## config.mk

```make
export PLATFORM = sky130hd
export DESIGN_NAME = host_bridge_config_space
export DESIGN_NICKNAME = d
export VERILOG_FILES = /design/src/hdl/hbcs_pkg.sv /design/src/hdl/hbcs_cfg_mem.sv /design/src/hdl/hbcs_exec.sv /design/src/hdl/hbcs_rsp_fifo.sv /design/src/hdl/host_bridge_config_space.sv
export SDC_FILE = /design/constraint.sdc
export NUM_CORES = 2
export LEC_CHECK = 0
export BUFFER_PORTS_ARGS = -buffer_cell sky130_fd_sc_hd__buf_2
export CAP_MARGIN = 20
export CORE_MARGIN = 3
export CORE_UTILIZATION = 63
export DETAILED_ROUTE_END_ITERATION = 10
export HOLD_SLACK_MARGIN = 0.08
export PLACE_DENSITY = 0.79
export SLEW_MARGIN = 10
export SYNTH_ARGS = -nofsm -noshare
export SYNTH_HDL_FRONTEND = slang
export SYNTH_SLANG_ARGS = --single-unit
```

## constraint.sdc

```tcl
create_clock -name clock -period 18.4 [get_ports clock]
set_input_delay 0 -clock clock [delete_from_list [all_inputs] [get_ports clock]]
set_output_delay 0 -clock clock [all_outputs]
set_load 0.05 [all_outputs]
```

## src/hdl/hbcs_pkg.sv

```systemverilog
`timescale 1ns / 1ps
// Shared types, constants and helper functions of the host bridge configuration space.
// No dependencies.
package hbcs_pkg;

   localparam int CONFIG_DEPTH = 256;
   localparam int ADDR_W       = 8;

   typedef enum logic [1:0] {
      OP_CFG_RD  = 2'd0,
      OP_CFG_WR  = 2'd1,
      OP_PORT_RD = 2'd2,
      OP_PORT_WR = 2'd3
   } opcode_type;

   typedef enum logic [1:0] {
      RST_NONE = 2'd0,
      RST_HARD = 2'd1,
      RST_SOFT = 2'd2
   } reset_kind_type;

   localparam logic [ADDR_W-1:0] ADDR_CMD_LO = 8'h04;
   localparam logic [ADDR_W-1:0] ADDR_CMD_HI = 8'h05;
   localparam logic [ADDR_W-1:0] ADDR_STS_LO = 8'h06;
   localparam logic [ADDR_W-1:0] ADDR_STS_HI = 8'h07;
   localparam logic [ADDR_W-1:0] ADDR_PAM0   = 8'h59;
   localparam logic [ADDR_W-1:0] ADDR_PAM1   = 8'h5A;
   localparam logic [ADDR_W-1:0] ADDR_PAM6   = 8'h5F;
   localparam logic [ADDR_W-1:0] ADDR_SMRAM  = 8'h72;

   localparam logic [19:0] BASE_PAM0  = 20'hF0000;
   localparam logic [19:0] BASE_PAM1  = 20'hC0000;
   localparam logic [19:0] BASE_SMRAM = 20'hA0000;
   localparam logic [19:0] PAM_HALF   = 20'h04000;
   localparam logic [17:0] SIZE_PAM0  = 18'h10000;
   localparam logic [17:0] SIZE_PAM   = 18'h04000;
   localparam logic [17:0] SIZE_SMRAM = 18'h20000;

   localparam logic [7:0] PAM0_HARD_RESET = 8'h0F;

   typedef struct packed {
      logic [7:0]     rdata;
      logic           map_valid;
      logic [19:0]    map_base;
      logic [17:0]    map_size;
      logic           read_internal;
      logic           write_internal;
      reset_kind_type reset_kind;
      logic           last;
   } rsp_type;

   typedef struct packed {
      logic              en;
      logic [ADDR_W-1:0] addr;
      logic [7:0]        data;
      logic              clr_smram;
   } wr_type;

   function automatic logic [7:0] reset_value(input logic [ADDR_W-1:0] addr);
      logic [7:0] val;
      unique case (addr)
         8'h00: val = 8'h86;
         8'h01: val = 8'h80;
         8'h02: val = 8'hA3;
         8'h03: val = 8'h04;
         8'h04: val = 8'h06;
         8'h07: val = 8'h02;
         8'h08: val = 8'h03;
         8'h0B: val = 8'h06;
         8'h50: val = 8'h80;
         8'h52: val = 8'h40;
         8'h57: val = 8'h31;
         8'h60, 8'h61, 8'h62, 8'h63, 8'h64: val = 8'h02;
         default: val = 8'h00;
      endcase
      return val;
   endfunction

   function automatic logic is_protected(input logic [ADDR_W-1:0] addr);
      return (addr <= 8'h03) || (addr >= 8'h08 && addr <= 8'h0C) || (addr == 8'h0E) ||
             (addr >= 8'h10 && addr <= 8'h4E);
   endfunction

   function automatic rsp_type map_rsp(input logic [19:0] base, input logic [17:0] size,
                                       input logic rd_int, input logic wr_int);
      rsp_type r;
      r                = '0;
      r.map_valid      = 1'b1;
      r.map_base       = base;
      r.map_size       = size;
      r.read_internal  = rd_int;
      r.write_internal = wr_int;
      return r;
   endfunction

endpackage

```

## src/hdl/hbcs_cfg_mem.sv

```systemverilog
`timescale 1ns / 1ps
// Configuration byte memory: 256 x 8 synchronous RAM with per-entry valid bits.
// Unwritten entries read as their power-on value. Depends on hbcs_pkg.
module hbcs_cfg_mem (
   input  logic                         clock,
   input  logic                         reset,
   input  logic                         rd_en,
   input  logic [hbcs_pkg::ADDR_W-1:0]  rd_addr,
   output logic [7:0]                   rd_data,
   input  hbcs_pkg::wr_type             wr
);

   logic [7:0]                      mem_ff [hbcs_pkg::CONFIG_DEPTH];
   logic [hbcs_pkg::CONFIG_DEPTH-1:0] valid_ff;
   logic [7:0]                      rd_data_ff;
   logic                            rd_valid_ff;
   logic [hbcs_pkg::ADDR_W-1:0]     rd_addr_ff;

   always_ff @(posedge clock) begin
      if (wr.en) begin
         mem_ff[wr.addr] <= wr.data;
      end
      if (rd_en) begin
         rd_data_ff  <= mem_ff[rd_addr];
         rd_valid_ff <= valid_ff[rd_addr];
         rd_addr_ff  <= rd_addr;
      end
   end

   always_ff @(posedge clock) begin
      if (reset) begin
         valid_ff <= '0;
      end else begin
         if (wr.en) begin
            valid_ff[wr.addr] <= 1'b1;
         end
         if (wr.clr_smram) begin
            valid_ff[hbcs_pkg::ADDR_SMRAM] <= 1'b0;
         end
      end
   end

   assign rd_data = rd_valid_ff ? rd_data_ff : hbcs_pkg::reset_value(rd_addr_ff);

endmodule

```

## src/hdl/hbcs_exec.sv

```systemverilog
`timescale 1ns / 1ps
// Execute stage: forwards the last write, applies the register rules and builds
// up to two response words per access. Depends on hbcs_pkg.
module hbcs_exec (
   input  hbcs_pkg::opcode_type         op,
   input  logic [2:0]                   func_num,
   input  logic [hbcs_pkg::ADDR_W-1:0]  addr,
   input  logic [7:0]                   wdata,
   input  logic [7:0]                   mem_data,
   input  hbcs_pkg::wr_type             fwd,
   input  logic [7:0]                   port,
   output hbcs_pkg::wr_type             wr,
   output hbcs_pkg::rsp_type            rsp0,
   output hbcs_pkg::rsp_type            rsp1,
   output logic                         two
);

   logic [7:0]        old;
   logic [7:0]        v;
   logic [7:0]        chg;
   logic [2:0]        pam_idx;
   logic [19:0]       pam_base;
   logic              ev_a;
   logic              ev_b;
   hbcs_pkg::rsp_type map_a;
   hbcs_pkg::rsp_type map_b;

   always_comb begin
      if (fwd.en && fwd.addr == addr) begin
         old = fwd.data;
      end else if (fwd.clr_smram && addr == hbcs_pkg::ADDR_SMRAM) begin
         old = 8'h00;
      end else begin
         old = mem_data;
      end
   end

   always_comb begin
      v        = wdata;
      ev_a     = 1'b0;
      ev_b     = 1'b0;
      map_a    = '0;
      map_b    = '0;
      pam_idx  = 3'(addr - hbcs_pkg::ADDR_PAM1);
      pam_base = hbcs_pkg::BASE_PAM1 + {2'b00, pam_idx, 15'b0};
      priority if (addr == hbcs_pkg::ADDR_CMD_LO) begin
         v = (wdata & 8'h42) | 8'h04;
      end else if (addr == hbcs_pkg::ADDR_CMD_HI) begin
         v = wdata & 8'h01;
      end else if (addr == hbcs_pkg::ADDR_STS_LO) begin
         v = 8'h00;
      end else if (addr == hbcs_pkg::ADDR_STS_HI) begin
         v = 8'h02;
      end else if (addr == hbcs_pkg::ADDR_PAM0) begin
         ev_a  = (old[7:4] != wdata[7:4]);
         map_a = hbcs_pkg::map_rsp(hbcs_pkg::BASE_PAM0, hbcs_pkg::SIZE_PAM0,
                                   wdata[4], wdata[5]);
      end else if (addr >= hbcs_pkg::ADDR_PAM1 && addr <= hbcs_pkg::ADDR_PAM6) begin
         ev_a  = (old[3:0] != wdata[3:0]);
         ev_b  = (old[7:4] != wdata[7:4]);
         map_a = hbcs_pkg::map_rsp(pam_base, hbcs_pkg::SIZE_PAM, wdata[0], wdata[1]);
         map_b = hbcs_pkg::map_rsp(pam_base + hbcs_pkg::PAM_HALF, hbcs_pkg::SIZE_PAM,
                                   wdata[4], wdata[5]);
      end else if (addr == hbcs_pkg::ADDR_SMRAM) begin
         v = (wdata & 8'h38) | 8'h02 | (old & 8'h08);
         if (v[3]) begin
            v[5] = 1'b0;
         end
         ev_a  = (old[5] != v[5]);
         map_a = hbcs_pkg::map_rsp(hbcs_pkg::BASE_SMRAM, hbcs_pkg::SIZE_SMRAM, v[5], v[5]);
      end else begin
         v = wdata;
      end
   end

   always_comb begin
      chg  = old ^ hbcs_pkg::PAM0_HARD_RESET;
      wr   = '0;
      rsp0 = '0;
      rsp1 = '0;
      two  = 1'b0;
      unique case (op)
         hbcs_pkg::OP_CFG_RD: begin
            rsp0.rdata = (func_num != 3'd0) ? 8'hFF : old;
         end
         hbcs_pkg::OP_CFG_WR: begin
            if (func_num == 3'd0 && !hbcs_pkg::is_protected(addr)) begin
               wr.en   = 1'b1;
               wr.addr = addr;
               wr.data = v;
               if (ev_a && ev_b) begin
                  rsp0 = map_a;
                  rsp1 = map_b;
                  two  = 1'b1;
               end else if (ev_a) begin
                  rsp0 = map_a;
               end else if (ev_b) begin
                  rsp0 = map_b;
               end
            end
         end
         hbcs_pkg::OP_PORT_RD: begin
            rsp0.rdata = port;
         end
         hbcs_pkg::OP_PORT_WR: begin
            if (wdata[2] && !port[2]) begin
               if (wdata[1]) begin
                  wr.en        = 1'b1;
                  wr.addr      = hbcs_pkg::ADDR_PAM0;
                  wr.data      = hbcs_pkg::PAM0_HARD_RESET;
                  wr.clr_smram = 1'b1;
                  if (chg[7:4] != 4'h0) begin
                     rsp0 = hbcs_pkg::map_rsp(hbcs_pkg::BASE_PAM0, hbcs_pkg::SIZE_PAM0,
                                              1'b0, 1'b0);
                     rsp1.reset_kind = hbcs_pkg::RST_HARD;
                     two  = 1'b1;
                  end else begin
                     rsp0.reset_kind = hbcs_pkg::RST_HARD;
                  end
               end else begin
                  rsp0.reset_kind = hbcs_pkg::RST_SOFT;
               end
            end
         end
         default: begin
            rsp0 = '0;
         end
      endcase
      rsp0.last = !two;
      rsp1.last = 1'b1;
   end

endmodule

```

## src/hdl/hbcs_rsp_fifo.sv

```systemverilog
`timescale 1ns / 1ps
// Four-word response queue: takes one or two words per cycle, drives one word per cycle while out_ready is high.
// Depends on hbcs_pkg.
module hbcs_rsp_fifo (
   input  logic              clock,
   input  logic              reset,
   input  logic              push,
   input  logic              push_two,
   input  hbcs_pkg::rsp_type wr0,
   input  hbcs_pkg::rsp_type wr1,
   output logic              room,
   output logic              out_valid,
   input  logic              out_ready,
   output hbcs_pkg::rsp_type out_word
);

   localparam int DEPTH = 4;
   localparam int IDX_W = $clog2(DEPTH);
   localparam int CNT_W = $clog2(DEPTH + 1);

   hbcs_pkg::rsp_type ent_ff [DEPTH];
   logic [IDX_W-1:0]  head_ff;
   logic [IDX_W-1:0]  head_in;
   logic [CNT_W-1:0]  count_ff;
   logic [CNT_W-1:0]  count_in;
   logic [IDX_W-1:0]  tail0;
   logic [IDX_W-1:0]  tail1;
   logic              pop;

   assign pop       = out_valid && out_ready;
   assign out_valid = (count_ff != '0);
   assign out_word  = ent_ff[head_ff];
   assign room      = (count_ff <= CNT_W'(DEPTH - 2));
   assign tail0     = head_ff + count_ff[IDX_W-1:0];
   assign tail1     = tail0 + IDX_W'(1);

   always_comb begin
      head_in  = pop ? head_ff + IDX_W'(1) : head_ff;
      count_in = count_ff + CNT_W'(push) + CNT_W'(push && push_two) - CNT_W'(pop);
   end

   always_ff @(posedge clock) begin
      if (push) begin
         ent_ff[tail0] <= wr0;
         if (push_two) begin
            ent_ff[tail1] <= wr1;
         end
      end
   end

   always_ff @(posedge clock) begin
      if (reset) begin
         head_ff  <= '0;
         count_ff <= '0;
      end else begin
         head_ff  <= head_in;
         count_ff <= count_in;
      end
   end

endmodule

```

## src/hdl/host_bridge_config_space.sv

```systemverilog
`timescale 1ns / 1ps
// Host bridge configuration space with reset-control port: top level.
// Uses hbcs_pkg, hbcs_cfg_mem, hbcs_exec and hbcs_rsp_fifo.
//
// Request channel (req_*): one access word per handshake - config read or write,
// reset port read or write. Response channel (rsp_*): one or two words per access,
// rsp_last marks the final word of an access.
// Response path: an accepted access is registered into the execute stage, and its
// response words are written into the response queue when it advances from there.
// Throughput: one access per cycle while each access gives one word and the
// receiver takes a word every cycle; the single response port (one word per cycle)
// makes a stream of accesses that give two words stall once the queue fills.
// The configuration bytes sit in a 256 x 8 RAM read at accept and written when the
// access leaves the execute stage; a write is forwarded to the access read in the same cycle.
// Reset: all bytes read as their power-on values at once (per-byte valid bits),
// the reset port clears to zero and the response queue empties; no clearing pass.
// Receiver stall: words wait in a four-word queue; the execute stage holds its
// access until two slots are free, and req_ready drops while it holds.
module host_bridge_config_space (
   input  logic        clock,
   input  logic        reset,
   input  logic        req_valid,
   output logic        req_ready,
   input  logic [1:0]  req_opcode,
   input  logic [2:0]  req_func_num,
   input  logic [7:0]  req_reg_addr,
   input  logic [7:0]  req_wdata,
   output logic        rsp_valid,
   input  logic        rsp_ready,
   output logic [7:0]  rsp_rdata,
   output logic        rsp_map_valid,
   output logic [19:0] rsp_map_base,
   output logic [17:0] rsp_map_size,
   output logic        rsp_read_internal,
   output logic        rsp_write_internal,
   output logic [1:0]  rsp_reset_kind,
   output logic        rsp_last
);

   logic                        accept;
   logic                        s1_adv;
   logic                        room;
   logic [hbcs_pkg::ADDR_W-1:0] rd_addr;
   logic [7:0]                  mem_data;

   logic                        s1_valid_ff;
   logic                        s1_valid_in;
   hbcs_pkg::opcode_type        s1_op_ff;
   logic [2:0]                  s1_func_ff;
   logic [hbcs_pkg::ADDR_W-1:0] s1_addr_ff;
   logic [7:0]                  s1_wdata_ff;
   logic [7:0]                  port_ff;
   logic [7:0]                  port_in;
   hbcs_pkg::wr_type            fwd_ff;
   hbcs_pkg::wr_type            fwd_in;

   hbcs_pkg::wr_type            exec_wr;
   hbcs_pkg::wr_type            commit_wr;
   hbcs_pkg::rsp_type           rsp0;
   hbcs_pkg::rsp_type           rsp1;
   logic                        two;
   hbcs_pkg::rsp_type           out_word;

   assign s1_adv    = s1_valid_ff && room;
   assign req_ready = !s1_valid_ff || s1_adv;
   assign accept    = req_valid && req_ready;
   assign rd_addr   = (hbcs_pkg::opcode_type'(req_opcode) == hbcs_pkg::OP_PORT_WR) ?
                      hbcs_pkg::ADDR_PAM0 : req_reg_addr;

   always_comb begin
      commit_wr = exec_wr;
      if (!s1_adv) begin
         commit_wr = '0;
      end
   end

   always_comb begin
      s1_valid_in = accept || (s1_valid_ff && !s1_adv);
      fwd_in      = accept ? commit_wr : fwd_ff;
      port_in     = (s1_adv && s1_op_ff == hbcs_pkg::OP_PORT_WR) ? s1_wdata_ff : port_ff;
   end

   always_ff @(posedge clock) begin
      if (reset) begin
         s1_valid_ff <= 1'b0;
         port_ff     <= 8'h00;
         fwd_ff      <= '0;
      end else begin
         s1_valid_ff <= s1_valid_in;
         port_ff     <= port_in;
         fwd_ff      <= fwd_in;
      end
   end

   always_ff @(posedge clock) begin
      if (accept) begin
         s1_op_ff    <= hbcs_pkg::opcode_type'(req_opcode);
         s1_func_ff  <= req_func_num;
         s1_addr_ff  <= rd_addr;
         s1_wdata_ff <= req_wdata;
      end
   end

   hbcs_cfg_mem u_mem (
      .clock   (clock),
      .reset   (reset),
      .rd_en   (accept),
      .rd_addr (rd_addr),
      .rd_data (mem_data),
      .wr      (commit_wr)
   );

   hbcs_exec u_exec (
      .op       (s1_op_ff),
      .func_num (s1_func_ff),
      .addr     (s1_addr_ff),
      .wdata    (s1_wdata_ff),
      .mem_data (mem_data),
      .fwd      (fwd_ff),
      .port     (port_ff),
      .wr       (exec_wr),
      .rsp0     (rsp0),
      .rsp1     (rsp1),
      .two      (two)
   );

   hbcs_rsp_fifo u_fifo (
      .clock     (clock),
      .reset     (reset),
      .push      (s1_adv),
      .push_two  (two),
      .wr0       (rsp0),
      .wr1       (rsp1),
      .room      (room),
      .out_valid (rsp_valid),
      .out_ready (rsp_ready),
      .out_word  (out_word)
   );

   assign rsp_rdata          = out_word.rdata;
   assign rsp_map_valid      = out_word.map_valid;
   assign rsp_map_base       = out_word.map_base;
   assign rsp_map_size       = out_word.map_size;
   assign rsp_read_internal  = out_word.read_internal;
   assign rsp_write_internal = out_word.write_internal;
   assign rsp_reset_kind     = out_word.reset_kind;
   assign rsp_last           = out_word.last;

endmodule

```

== Word level (Yosys, flattened, before mapping) ==
Memory sizes are Yosys's and may differ from the RTL's. A register that Yosys moved wholly into a read port is not among the register bits.
Index checks and enable logic that the tools add are counted.

* Bits in writable memories: 2256
* Memories kept: 2
* Bits in registers: 310
* Word-level logic and storage cells: 192
* Output and inout bits: 54
* Bits of input ports: 25

* Bitwise gates (word level): 2
* Equal/unequal tests: 28
* Mux-type cells: 90
* $add $sub $neg: 9
* Reduce and logical (&&, ||, !) cells: 35
* Order comparisons: 11

{| class="wikitable"
|+ Memories
! memory !! depth !! bits a word !! read ports !! clocked after memory_dff !! write ports !! RTL line !! RTL
|-
| u_mem.mem_ff || 256 || 8 || 1 || 1 || 1 || hbcs_cfg_mem.sv:13 || <nowiki>logic [7:0] mem_ff [hbcs_pkg::CONFIG_DEPTH];</nowiki>
|-
| u_fifo.ent_ff || 4 || 52 || 1 || 1 || 2 || hbcs_rsp_fifo.sv:21 || <nowiki>hbcs_pkg::rsp_type ent_ff [DEPTH];</nowiki>
|}

{| class="wikitable"
|+ Operator list
! operator !! count
|-
| 52-bit 2-to-1 mux || 18
|-
| 256-bit bitwise OR || 1
|-
| 49-bit 2-to-1 mux || 2
|-
| 8-bit 2-to-1 mux || 12
|-
| 44-bit 2-to-1 mux || 2
|-
| 44-bit one-hot mux with 2 select lines || 1
|-
| 8-bit by 7-bit equality test with 1-bit output, second input constant || 10
|-
| 8-bit one-hot mux with 9 select lines || 1
|-
| 18-bit 2-to-1 mux || 3
|-
| 41-bit 2-to-1 mux || 1
|-
| 1-bit 2-to-1 mux || 38
|-
| 17-bit one-hot mux with 2 select lines || 1
|-
| 8-bit by 3-bit equality test with 1-bit output, second input constant || 4
|-
| 8-bit one-hot mux with 4 select lines || 1
|-
| 8-bit by 4-bit equality test with 1-bit output, second input constant || 3
|-
| 19-bit by 19-bit adder with 20-bit output, first input constant || 1
|-
| 20-bit by 15-bit adder with 20-bit output, second input constant || 1
|-
| 8-bit by 9-bit less-than comparator with 1-bit output, second input constant || 2
|-
| 17-bit 2-to-1 mux || 1
|-
| 8-bit by 2-bit equality test with 1-bit output, second input constant || 2
|-
| 8-bit by 7-bit <= comparator with 1-bit output, second input constant || 2
|-
| 1-bit logical AND || 15
|-
| 2-bit 2-to-1 mux || 5
|-
| 1-bit binary-select mux with 8-bit select || 1
|-
| 31 further kinds || 47
|}

== Depth between registers and ports, before layout ==
* Word-level depth: 30
* Mapped depth: 19
* Gate-level depth less buffers: 18

== Hierarchy ==
A second synthesis with hierarchy kept.

* Cells, all modules: 5779
* Area, all modules: 104113.6 sq um

{| class="wikitable"
|+ Modules (own cells, without submodules)
! module !! times used !! sequential area each (sq um) !! area each (sq um) !! cells an instance
|-
| hbcs_cfg_mem || 1 || 67134.4 || 89952.5 || 4789
|-
| hbcs_rsp_fifo || 1 || 6386.1 || 10423.7 || 547
|-
| hbcs_exec || 1 || 0.0 || 2029.4 || 309
|-
| host_bridge_config_space || 1 || 1171.1 || 1707.9 || 134
|}

== Worst setup path before layout ==
OpenSTA, ideal clock, no wires.

* Kind: flip-flop to flip-flop
* From: register s1_op_ff[1]
* To: memory u_mem.mem_ff[0][6], data pin
* Setup time: 2.106 ns
* Period minus slack after synthesis: 13.476 ns
* Arrival time: 11.370 ns
* Cell stages (with the launch flop): 8
* Setup slack: 4.924 ns
* Path through: edfxtp_1 > clkbuf_1 > nor4_4 > and2_1 > o21a_1 > buf_2 > nand2_1 > nor3_1

{| class="wikitable"
|+ RTL lines
! element !! RTL line !! RTL
|-
| from (decl) || host_bridge_config_space.sv:48 || <nowiki>hbcs_pkg::opcode_type s1_op_ff;</nowiki>
|-
| from (signal assigned) || host_bridge_config_space.sv:97 || <nowiki>s1_op_ff <= hbcs_pkg::opcode_type'(req_opcode);</nowiki>
|-
| to (decl) || hbcs_cfg_mem.sv:13 ||
|}

==> results.yml <==
outcome:
  outcome: "finished with violations"
  violations: "design-rule violations"
logic_synthesis:
  synthArstFlopShare_pct: 0
  synth_area_per_cell_sq_um: 12.9
  yosysMostFrequentCell: "edfxtp_1"
  synthTopCellsByCount: "edfxtp_1, nand2_1, nand3_1, o221ai_1, clkbuf_1"
  synth_ff_type: "edfxtp_1"
  synth_edf_count: 2118
  synthCells: 7537
  synth_area_leaders: "edfxtp_1, dfxtp_1, o221ai_1"
  yosysUniqueCellTypes: 86
  synth-seq-area-share_pct: 72.1
  yosys_register_bits: 2456
  synth_top_area_cell: "edfxtp_1"
  yosys_warnings: 0
  synth_top_area_share_pct: 65.2
  synth_area_sq_um: 97600
place:
  io_buffer_count: 49
  place_congestion: 0.918
  place_inst: 9657
  dp_hpwl_um: 139000
critical_path:
  endpoint_kind: "register"
  path_class: "register to register"
  path_delay_family: "buffers and inverters"
  slowest_delay_ps: 1050
  worstSetupStartpointType: "register"
  cp.arrival_ps: 6290
  cp_cell_sequence: "nor4b_4 -> nand3_1 -> nand3_1 -> nor2_1 -> a21oi_1 -> ha_1 -> o211a_4 -> buf_4 -> buf_4"
  crit_slowest_cell: "edfxtp_1"
  cp.required_ps: 18880
  cp_max_fo: 100
  worst-path-buf-inv: 2
detailed_routing:
  antenna_left: 0
  drc: 1
  routed_wl_um: 255000
  wire_per_inst_um: 25.2
  first_pass_iters: 11
  vias: 66800
  vias_per_cell: 6.59
  drtIter0Drc: 10300
die:
  dieArea_sq_um: 160000
  die_h_um: 400
  core-area_sq_um: 153000
  fp.dieW_um: 400
  num_rows: 143
  ios: 79
  start_util_pct: 63.8
clocking:
  clockBufferDepth: 3
  cts_tree: "built"
  htree_levels: 4
  post_cts_resized: 0
  clkSinkCount: 2456
  worst_skew_pair.late_latency_ps: 850
  cts_buffers: 227
  cts_root_buf: "clkbuf_16"
  clk_transition_reported_paths_ps: 60
global_routing:
  grt_first_pass_wirelength_um: 385000
  grt_usage_pct: 31.6
  grt_overflow_total: 0
  grt_antenna_before_repair: 8
  grt_start_max_net_pins: 224
  grt_pass1_vias: 64000
timing:
  fin_crit_sh_pct: 31.6
  setup_viol: 0
  rsz0062_at_grt: "false"
  max_freq_mhz: 172
  whs_ps: 186
  worst_pin_slew_ps: 1170
  tns_ps: 0
  slew_headroom_pct: 21.7
  final.min_clock_period_ps: 5810
  finalMaxSlewViolations: 0
  fin_skew_ps: 34.7
  hold_viol_final: 0
finish:
  drive_above_1_share_pct: 7.08
  final_nets: 7936
  final_cells: 10100
  area_growth_pct: 11.6
  postLayoutCoreUtil_pct: 71.2
  nFillCells: 9914
pwr:
  leakage_nw: 35.0
  power_frac_seq_pct: 52.0
  peakVddDrop_mv: 0.111
  cellPowerDensity_nw_per_um2: 109
  p_int_mw: 9.04
  switching_share_pct: 24.2
  power_frac_comb_pct: 9.5
  clkPwrFrac_pct: 38.5
  p_sw_mw: 2.88
min_path:
  holdCritPathClass: "input port to register"
run:
  cap_violations: 0
[metal layers]
metal	up-vias	share of wire [%]	GRT usage, %
met4	10	5.2	15.9
met3	748	11	6.95
met2	4434	47	48.7
met5	-	0.024	0
met1	32600	37	43.0
li1	29000	-	-
[stage by stage]
stage                     instance area, sq um  setup slack (ps)  power, mW
after floorplan                          99800              4920       7.09
after global placement                  101000             12660       7.38
after detailed placement                101000             12750       7.41
after CTS                               109000             12730       11.9
after global routing                    109000             12290       12.2
final                                   109000             12590       11.9
[final cells by class]
cell class | count | area (sq um) | share of cell area, %
flip-flops and latches | 2456 | 70400 | 64.6
multi-input cells | 4973 | 26800 | 24.6
clock buffers | 318 | 6250 | 5.74
well taps | 2030 | 2540 | 2.33
repair buffers | 206 | 1790 | 1.64
clock inverters | 111 | 1010 | 0.924
inverters | 39 | 161 | 0.148
diodes | 4 | 10.0 | 0.00919
[layout by cell type (no fill, tap or decap), types with 12 or more instances in the layout]
cell,instances
edfxtp_1,2118
nand2_1,1247
conb_1,605
nand3_1,604
o221ai_1,576
a21oi_1,543
nor2_1,506
dfxtp_1,338
clkbuf_16,231
a31oi_1,161
a211oi_1,152
a311oi_1,145
buf_4,88
nor2b_1,76
clkbuf_1,72
buf_2,56
clkinv_1,46
nor3_1,41
clkinv_2,35
inv_1,32
dlygate4sd3_1,32
o21ai_0,24
mux4_2,22
o2bb2ai_1,22
bufinv_16,16
and2_1,14
xnor2_1,14
clkbuf_8,14
buf_12,14
or3_1,12
a221o_1,12
[final timing paths]
path,from,endpoint,slack (ps),cells after the start
max,u_mem.rd_addr_ff[1]$_DFFE_PP_,u_mem.mem_ff[56][5]$_DFFE_PP_,12590,9
min,req_valid,fwd_ff[10]$_SDFFE_PP0P_,190,4
max reg2reg,u_mem.rd_addr_ff[1]$_DFFE_PP_,u_mem.mem_ff[56][5]$_DFFE_PP_,12590,9
min reg2reg,u_fifo.ent_ff[3][0]$_SDFFE_PP1P_,u_fifo.ent_ff[3][0]$_SDFFE_PP1P_,460,2
[kinds of logic (layout without fill, tap and decap cells)]
| kind of cell | Yosys count | in the layout | share of synthesized area [%] |
|---|---|---|---|
| other | 1 | 609 | 0.00384 |
| and+or+nand+nor | 2585 | 2585 | 11.4 |
| xor gates and xnor gates | 18 | 18 | 0.177 |
| muxes | 26 | 26 | 0.562 |
| AOI/OAI and AO/OA | 1731 | 1731 | 12.7 |
| buffers and inverters | 712 | 674 | 2.94 |
| adders and majority gates | 8 | 8 | 0.118 |
| DFF | 2456 | 2456 | 72.1 |
[power by group through the flow]
stage,clock network [mW],registers (mW),logic [mW]
global route,4.82,6.21,1.21
finish,4.58,6.20,1.13
global placement,0,6.31,1.07
floorplan,0,6.28,0.807
CTS,4.61,6.20,1.10
detailed placement,0,6.32,1.09
[state kept, by name, indices dropped and copies added (netlist names), named ones only]
signal             count
u_mem.mem_ff        2048
u_mem.valid_ff       256
u_fifo.ent_ff         88
fwd_ff                18
port_ff                8
s1_wdata_ff            8
u_mem.rd_addr_ff       8
u_mem.rd_data_ff       8
s1_func_ff             3
u_fifo.count_ff        3
s1_op_ff               2
u_fifo.head_ff         2
s1_valid_ff            1
u_mem.rd_valid_ff      1
[worst min-delay path, cell delays in order]
cell and delay (ps):
dlygate4sd3_1 530, buf_2 250, a22oi_1 100, nor2_1 80
[timing repair]
action / 4_1_cts / 5_1_grt
endpoints found under the setup margin: 0 / 0
hold endpoints to repair: 127 / 0
hold buffers: 32 / 0
buffers inserted: 0 / 0
Note: power is estimated with default switching activity, not from simulation.
